**src/hdl/brfc_datapath.sv**
```systemverilog
`default_nettype none
// Shared arithmetic unit: corner combine, one rectangle multiply, accumulate
module brfc_datapath (
    input  wire logic        i_clk,
    input  wire logic        i_clr_box,
    input  wire logic        i_add_box,
    input  wire logic        i_sub_box,
    input  wire logic [31:0] i_sample,
    input  wire logic        i_mul,
    input  wire logic signed [7:0] i_weight,
    input  wire logic        i_clr_acc,
    output logic signed [47:0] o_acc
);
    logic signed [33:0] r_box;
    logic signed [47:0] r_acc;
    logic signed [33:0] w_s;

    assign w_s = 34'(signed'(i_sample));

    // Combine corners, then weight and accumulate
    always_ff @(posedge i_clk) begin
        if (i_clr_box)      r_box <= '0;
        else if (i_add_box) r_box <= r_box + w_s;
        else if (i_sub_box) r_box <= r_box - w_s;
        if (i_clr_acc)      r_acc <= '0;
        else if (i_mul)     r_acc <= r_acc + 48'(r_box * 34'(i_weight));
    end
    assign o_acc = r_acc;
endmodule
`default_nettype wire

```
**config.mk**
```make
export PLATFORM = sky130hd
export DESIGN_NAME = brfc_datapath
export DESIGN_NICKNAME = d
export VERILOG_FILES = /design/src/hdl/brfc_datapath.sv
export SDC_FILE = /design/constraint.sdc
export NUM_CORES = 1
export LEC_CHECK = 0
export ABC_AREA = 1
export BUFFER_PORTS_ARGS = -buffer_cell sky130_fd_sc_hd__buf_2
export CELL_PAD_IN_SITES_DETAIL_PLACEMENT = 1
export CELL_PAD_IN_SITES_GLOBAL_PLACEMENT = 2
export CORE_ASPECT_RATIO = 0.6
export CORE_MARGIN = 2
export CORE_UTILIZATION = 37
export DETAILED_ROUTE_END_ITERATION = 16
export PLACE_DENSITY = 0.94
export SYNTH_ARGS = -nofsm -noshare
export SYNTH_HDL_FRONTEND = slang
export SYNTH_SLANG_ARGS = --single-unit
```
**constraint.sdc**
```tcl
create_clock -name i_clk -period 6.2 [get_ports i_clk]
set_input_delay 0.31 -clock i_clk [delete_from_list [all_inputs] [get_ports i_clk]]
set_output_delay 0.31 -clock i_clk [all_outputs]
set_load 0.05 [all_outputs]
```
# --- Word-level counts from Yosys, hierarchy flattened ---
# Index checks and enable logic that the tools add are counted.
totals:
  ff_bits: 82
  in_bits: 46
  out_inout_bits: 48
  word_cells: 9
op_classes:
  addsub: 3
  mul: 1
  mux: 2
  reduce_logical: 1
op_table:
  columns: ["op", "count"]
  rows:
  - ["34-bit two-way mux", 2]
  - ["48-bit by 42-bit adder with 48-bit output", 1]
  - ["34-bit by 8-bit multiplier with 42-bit output", 1]
  - ["34-bit by 32-bit adder with 34-bit output", 1]
  - ["34-bit by 32-bit subtractor with 34-bit output", 1]
  - ["2-bit nonzero test", 1]

# --- Logic depth before layout (Yosys ltp) ---
# Gate-level depths: netlist of the first run.
logic_depth:
  word_depth: 3
  mapped_depth: 25

# --- Worst setup path before layout of the first run ---
# OpenSTA, ideal clock, no wires.
synth_path:
  kind: "flip-flop to flip-flop"
  start: "register r_box[33]"
  end: "register r_acc[40], in the netlist o_acc[40]"
  setup_time_ps: 115
  arrival_time_ps: 4839
  required_time_ps: 6085
  setup_slack_ps: 1246
  stages_incl_launch_ff: 21
  period_less_slack_ps: 4954
  cell_sequence: "dfxtp_1 clkbuf_1 nand2_1 fa_1 inv_1 fa_1 inv_1 fa_1 inv_1 fa_1 ha_1 ha_1 a21oi_1 a21boi_0 nand2_1 a21oi_1 nand3_1 nand2_1 nand2_1 o21ai_0 inv_1"
synth_between:
  elab_chain_len: 2
synth_lines:
  columns: ["element", "line_no", "text"]
  rows:
  - ["start, declared", "14", "logic signed [33:0] r_box;"]
  - ["start signal, assigned", "23", "else if (i_add_box) r_box <= r_box + w_s;"]
  - ["start signal, assigned", "24", "else if (i_sub_box) r_box <= r_box - w_s;"]
  - ["34-bit by 8-bit multiplier with 42-bit output", "26", "else if (i_mul) r_acc <= r_acc + 48'(r_box * 34'(i_weight));"]
  - ["48-bit by 42-bit adder with 48-bit output", "26", null]
  - ["end signal, assigned", "26", null]
  - ["end, declared", "15", "logic signed [47:0] r_acc;"]
# No other way between the ends.
# A chain may end at the register's enable or synchronous reset.

# --- Final worst setup path of the first run ---
layout_path:
  start: "register r_box[26]"
  end: "register r_acc[44], in the netlist o_acc[44]"
# Same word-level chain as after synthesis.

==> reports/metrics.csv, run 1 <==
metric;value;unit
status;complete, no violations;
CTS H-tree lvls;3;
initial antenna violation count;0;
final worst-path cycle share;0.921;
Netlist Area Pre-Place;18300;µm²
clock latency reported for the late side of the worst-skew pair;0.39;ns
clock edge transition at the registers on the reported setup and hold paths;0.08;ns
total routing resource utilization after global routing;0.261;
maximum achievable frequency;0.175;GHz
vias per inst;5.07;
Slew Limit Headroom;0.440;
Clock Skews;0.0161;ns
Die X;291;µm
Synthesized Nets;3137;
I/O pin total;94;
number of gates given a new drive strength after cts;0;
number of input and output port buffers inserted;93;
FP Rows;63;
count of cell types in the netlist;46;
data arrival time of the worst path;6.01;ns
Final GP Congestion;0.970;
number of standard cells after synthesis;2676;
Synth Warn #;0;
number of antenna-violating nets in the routed design;0;
residual overflow from global routing;0;
number of sinks handled by clock tree synthesis;82;
pin count of the biggest net entering global routing;65;
detailed-route DRC error count;0;
count of final hold-check violations;0;
clock period minus final worst setup slack;5.71;ns
startpoint type of the worst setup path;flop;
TritonCTS clock tree;built;
total wire length after detailed routing;65200;µm
setup repair after global routing missed its margin;false;
number of register bits inferred by synthesis;82;
post-layout util;0.401;
type of the setup path with the least slack;reg -> reg;
Net count, final;3163;
die height;176;µm
hold-fix buffer count after cts;0;
sequential area share after synthesis;0.0895;
kind of end point of the critical path;flop;
number of buffers created by CTS;9;
transition time at the pin with the least slew margin;0.834;ns
via count of the first global-routing pass;18277;
via count;17020;
initial detailed-routing violation count;1109;
total of fill cells in the finished design;6393;
clock root cell;sky130_fd_sc_hd__clkbuf_16;
global-route wire length before repair;104000;µm
Post-Route Setup TNS;0;ns
total core area;49200;µm²
final HPWL from detailed placement;56600;µm
layout overhead on the synthesized area;7.45;%
number of setup violations in the final report;0;
die area;51400;µm²
CP Data Required Time;6.50;ns
mean instance size in the synthesized netlist;6.85;µm²
share of layout cells above drive strength 1;0.0650;
Clock Path Buffers;2;
number of max-capacitance violations reported;0;
TritonRoute pass-1 iters;5;
pins over their slew limit;0;
Crit Path Max Fanout;10;
initial cell density of the core;0.373;
class of the most critical hold timing path;in -> reg;
Routed wire per std cell;19.4;µm
number of setup buffers added after CTS;0;
## cell families (layout without fill, tap and decap cells)
kind of cell | count (synthesis) | after routing | synth area share
flip-flops | 82 | 82 | 0.0895
AND/OR/NAND/NOR | 1091 | 1091 | 0.245
AO/OA/AOI/OAI | 303 | 303 | 0.0890
XOR/XNOR | 67 | 67 | 0.0320
buffers and inverters | 718 | 749 | 0.147
adder cells (fa/ha/maj) | 415 | 415 | 0.397
other | 0 | 1 | 0
## sequential cells by signal (all words and copies together), names as in the netlist
signal / count
o_acc: 48
r_box: 34
## cells in the final DEF (no fill, tap or decap), types with 3 or more instances in the layout
cell,n
sky130_fd_sc_hd__nand3_2,4
sky130_fd_sc_hd__a31oi_1,3
sky130_fd_sc_hd__o21ai_1,13
sky130_fd_sc_hd__o21ai_2,3
sky130_fd_sc_hd__clkbuf_8,3
sky130_fd_sc_hd__buf_4,14
sky130_fd_sc_hd__nand3_1,103
sky130_fd_sc_hd__a21oi_1,144
sky130_fd_sc_hd__inv_1,611
sky130_fd_sc_hd__o21ai_0,106
sky130_fd_sc_hd__a21oi_2,3
sky130_fd_sc_hd__nor3_1,12
sky130_fd_sc_hd__nor2_2,10
sky130_fd_sc_hd__nand4_1,22
sky130_fd_sc_hd__inv_2,12
sky130_fd_sc_hd__buf_2,93
sky130_fd_sc_hd__a21o_1,9
sky130_fd_sc_hd__nand3b_1,6
sky130_fd_sc_hd__o21bai_1,11
sky130_fd_sc_hd__nand2_1,646
sky130_fd_sc_hd__xnor2_1,8
sky130_fd_sc_hd__clkbuf_16,9
sky130_fd_sc_hd__ha_1,136
sky130_fd_sc_hd__nor4_1,7
sky130_fd_sc_hd__fa_1,279
sky130_fd_sc_hd__nor3_2,3
sky130_fd_sc_hd__xor2_1,59
sky130_fd_sc_hd__nand2_2,7
sky130_fd_sc_hd__nor2_1,260
sky130_fd_sc_hd__dfxtp_1,82
## Yosys cell counts, drive strengths merged
cell / count / area share
nand2: 653 / 0.13
nand3: 107 / 0.030
dfxtp: 82 / 0.090
and3: 2 / 0.00068
nor3: 16 / 0.0058
o21ai: 122 / 0.034
a21o: 9 / 0.0037
a21oi: 147 / 0.041
xor2: 59 / 0.028
xnor2: 8 / 0.0038
nor2: 272 / 0.058
clkinv: 2 / 0.00041
clkbuf: 88 / 0.018
a21boi: 2 / 0.00082
ha: 136 / 0.093
inv: 623 / 0.13
o21a: 1 / 0.00041
nor4: 7 / 0.0024
and2: 1 / 0.00034
nand3b: 6 / 0.0025
o211ai: 4 / 0.0022
o31ai: 2 / 0.00082
a211oi: 1 / 0.00041
nand4: 23 / 0.0082
buf: 5 / 0.0014
or2: 2 / 0.00082
a31oi: 3 / 0.0010
fa: 279 / 0.30
nor3b: 2 / 0.0014
a31o: 1 / 0.00048
o21bai: 11 / 0.0045
## layer usage
metal	vias to the layer above	GRT usage	wire length, µm
li1	8057	-	-
met1	8559	0.401	33700
met3	38	0.0422	3740
met5	-	0	0
met4	0	0.0436	761
met2	366	0.386	27000
## worst max-delay path, stage by stage, from the launching register on
cell,delay [ns]
sky130_fd_sc_hd__dfxtp_1,0.68
sky130_fd_sc_hd__nand2_1,0.17
sky130_fd_sc_hd__fa_1,0.55
sky130_fd_sc_hd__inv_1,0.05
sky130_fd_sc_hd__fa_1,0.49
sky130_fd_sc_hd__fa_1,0.57
sky130_fd_sc_hd__fa_1,0.42
sky130_fd_sc_hd__ha_1,0.30
sky130_fd_sc_hd__ha_1,0.44
sky130_fd_sc_hd__nand2_1,0.15
sky130_fd_sc_hd__nor2_1,0.31
sky130_fd_sc_hd__nand2_1,0.25
sky130_fd_sc_hd__nor4_1,0.60
sky130_fd_sc_hd__nand3_1,0.27
sky130_fd_sc_hd__nand4_1,0.15
sky130_fd_sc_hd__nand3_1,0.09
sky130_fd_sc_hd__nand2_1,0.09
sky130_fd_sc_hd__inv_1,0.04
## worst paths after layout
| path | startpoint | end | slack, ns | cells after the start |
|---|---|---|---|---|
| max | r_box[26] | o_acc[44] | 0.49 | 17 |
| min | i_sample[0] | r_box[0] | 0.39 | 4 |
| max reg2reg | r_box[26] | o_acc[44] | 0.49 | 17 |
| min reg2reg | o_acc[4] | o_acc[4] | 0.53 | 2 |
## per-stage QoR
| stage | setup WS, ns | area (µm²) | hold WS [ns] | instances |
|---|---|---|---|---|
| floorplan | 1.25 | 18300 | 0.491 | 2676 |
| global placement | 0.418 | 19400 | 0.499 | 3341 |
| detailed placement | 0.361 | 19400 | 0.529 | 3341 |
| CTS | 0.546 | 19700 | 0.385 | 3357 |
| global route | 0.229 | 19700 | 0.426 | 3357 |
| finish | 0.489 | 19700 | 0.385 | 3358 |
## cell type report
| type | instances | area [µm²] | area share |
|---|---|---|---|
| multi-input combinational | 1876 | 14000 | 0.710 |
| inverter | 625 | 2350 | 0.119 |
| sequential | 82 | 1640 | 0.0833 |
| tap | 650 | 813 | 0.0413 |
| timing repair buffer | 108 | 591 | 0.0300 |
| clock buffer | 12 | 267 | 0.0135 |
| clock inverter | 4 | 48.8 | 0.00248 |
| antenna | 1 | 2.50 | 0.000127 |
Power of run 1 is not shown: default switching activity piles up to over one toggle a cycle in this logic, so the estimate is an artifact.
==> run 2: changes to the inputs <==
--- a/config.mk
+++ b/config.mk
@@ -13,6 +13,7 @@
 export CORE_MARGIN = 2
 export CORE_UTILIZATION = 37
 export DETAILED_ROUTE_END_ITERATION = 16
+export MAX_ROUTING_LAYER = met4
 export PLACE_DENSITY = 0.94
 export SYNTH_ARGS = -nofsm -noshare
 export SYNTH_HDL_FRONTEND = slang
==> run 2 against run 1 <==
- maximum frequency is 1.6% higher
- via count increased by 0.44%
- die area unchanged
- non-clock buffer count grew 3
- worst setup slack improved by 0.091 ns
- clock skew is 0.0014 ns higher
- hold slack got worse by 0.0059 ns
- wire length rose by 1.9%
- sequential share of layout area about the same
- utilization about the same
- cell area about the same
- critical path depth is 6 higher
- critical path type unchanged
- largest cell class unchanged
- highest routed layer unchanged
==> reports/metrics.csv, run 2 (synthesis gave the netlist of run 1 again) <==
metric;value;unit
Net count, final;3166;
clock latency reported for the late side of the worst-skew pair;0.38;ns
Crit Path Max Fanout;10;
clock edge transition at the registers on the reported setup and hold paths;0.08;ns
Die X;291;µm
class of the most critical hold timing path;in -> reg;
initial antenna violation count;0;
final worst-path cycle share;0.907;
total wire length after detailed routing;66500;µm
via count;17095;
residual overflow from global routing;0;
number of antenna-violating nets in the routed design;0;
r2r setup slk;0.58;ns
clock period minus final worst setup slack;5.62;ns
I/O pin total;94;
final HPWL from detailed placement;57500;µm
Routed wire per std cell;19.8;µm
transition time at the pin with the least slew margin;0.857;ns
total core area;49200;µm²
non-filler instance count after layout;3361;
Clock Path Buffers;2;
count of final hold-check violations;0;
Clock Skews;0.0175;ns
TritonRoute pass-1 iters;5;
kind of end point of the critical path;flop;
most frequent cells in the layout;646 x sky130_fd_sc_hd__nand2_1, 611 x sky130_fd_sc_hd__inv_1, 279 x sky130_fd_sc_hd__fa_1;
setup repair after global routing missed its margin;false;
setup slack after placement;0.381;ns
FP Rows;63;
CP Data Required Time;6.54;ns
type of the setup path with the least slack;reg -> reg;
number of gates given a new drive strength after cts;0;
number of sinks handled by clock tree synthesis;82;
Final GP Congestion;1.02;
initial detailed-routing violation count;1179;
layout overhead on the synthesized area;7.53;%
hold slack;0.380;ns
die area;51400;µm²
startpoint type of the worst setup path;flop;
clock root cell;sky130_fd_sc_hd__clkbuf_16;
status;complete, no violations;
hold-fix buffer count after cts;0;
data arrival time of the worst path;5.96;ns
initial cell density of the core;0.373;
max FFs per register;48;
number of setup buffers added after CTS;0;
CTS H-tree lvls;3;
vias per inst;5.09;
number of max-capacitance violations reported;0;
number of input and output port buffers inserted;93;
number of setup violations in the final report;0;
TritonCTS clock tree;built;
Slew Limit Headroom;0.424;
detailed-route DRC error count;0;
via count of the first global-routing pass;18066;
Post-Route Setup TNS;0;ns
cell total after placement;3344;
share of layout cells above drive strength 1;0.0657;
pins over their slew limit;0;
total of fill cells in the finished design;6426;
maximum achievable frequency;0.178;GHz
total routing resource utilization after global routing;0.271;
die height;176;µm
most common cell after layout, fill and taps aside;sky130_fd_sc_hd__nand2_1;
pin count of the biggest net entering global routing;65;
number of buffers created by CTS;9;
global-route wire length before repair;105000;µm
worst setup slack after layout;0.579;ns
## run 2: changes by cell type in the layout (fill, tap and decap cells not counted), sizes merged
cell,previous run,this run
clkinvlp,0,3
clkbuf,12,10
clkinv,5,3
bufinv,1,2
buf,108,111
## run 2: path summary, 6_finish.rpt
| path | from | end | cells past startpoint |
|---|---|---|---|
| min | i_sample[0] | r_box[0] | 4 |
| max | r_box[3] | o_acc[44] | 23 |
| max reg2reg | r_box[3] | o_acc[44] | 23 |
| min reg2reg | o_acc[3] | o_acc[3] | 2 |
## run 2: final cells by class
cell class                 count  area (µm²)  area share
inverter                     625        2350       0.119
clock buffer                  10         229      0.0116
sequential                    82        1640      0.0832
antenna                        1        2.50    0.000127
clock inverter                 6        91.3     0.00463
tap                          650         813      0.0412
timing repair buffer         111         601      0.0305
multi-input combinational   1876       14000       0.710
## run 2: worst max-delay path, cell delays in order, from the launching register on
cell and delay, ns:
sky130_fd_sc_hd__dfxtp_1 0.61, sky130_fd_sc_hd__nand2_1 0.14, sky130_fd_sc_hd__fa_1 0.55, sky130_fd_sc_hd__inv_1 0.06, sky130_fd_sc_hd__fa_1 0.46, sky130_fd_sc_hd__ha_1 0.29
sky130_fd_sc_hd__inv_1 0.06, sky130_fd_sc_hd__fa_1 0.54, sky130_fd_sc_hd__inv_1 0.05, sky130_fd_sc_hd__ha_1 0.29, sky130_fd_sc_hd__ha_1 0.25, sky130_fd_sc_hd__inv_1 0.11
sky130_fd_sc_hd__fa_1 0.54, sky130_fd_sc_hd__o21ai_2 0.40, sky130_fd_sc_hd__nand2_1 0.11, sky130_fd_sc_hd__nand2_2 0.18, sky130_fd_sc_hd__nand2_1 0.07, sky130_fd_sc_hd__nand2_1 0.19
sky130_fd_sc_hd__nand3_1 0.19, sky130_fd_sc_hd__nand3_1 0.20, sky130_fd_sc_hd__nand2_1 0.07, sky130_fd_sc_hd__nand3_1 0.08, sky130_fd_sc_hd__nand2_1 0.07, sky130_fd_sc_hd__inv_1 0.06
## run 2: metrics by stage
step,cell area (µm²),utilization
CTS,19700,0.401
floorplan,18300,-
global placement,19400,0.394
finish,19700,0.401
detailed placement,19400,0.394
global route,19700,0.401
## run 2: layer usage
metal	vias to the layer above	routed length (µm)	global-route usage
met1	8590	34100	0.408
met3	32	3640	0.0359
li1	8064	-	-
met4	0	520	0.0344
met5	-	0	-
met2	409	28200	0.397
Power of run 2 is left out for the same reason.
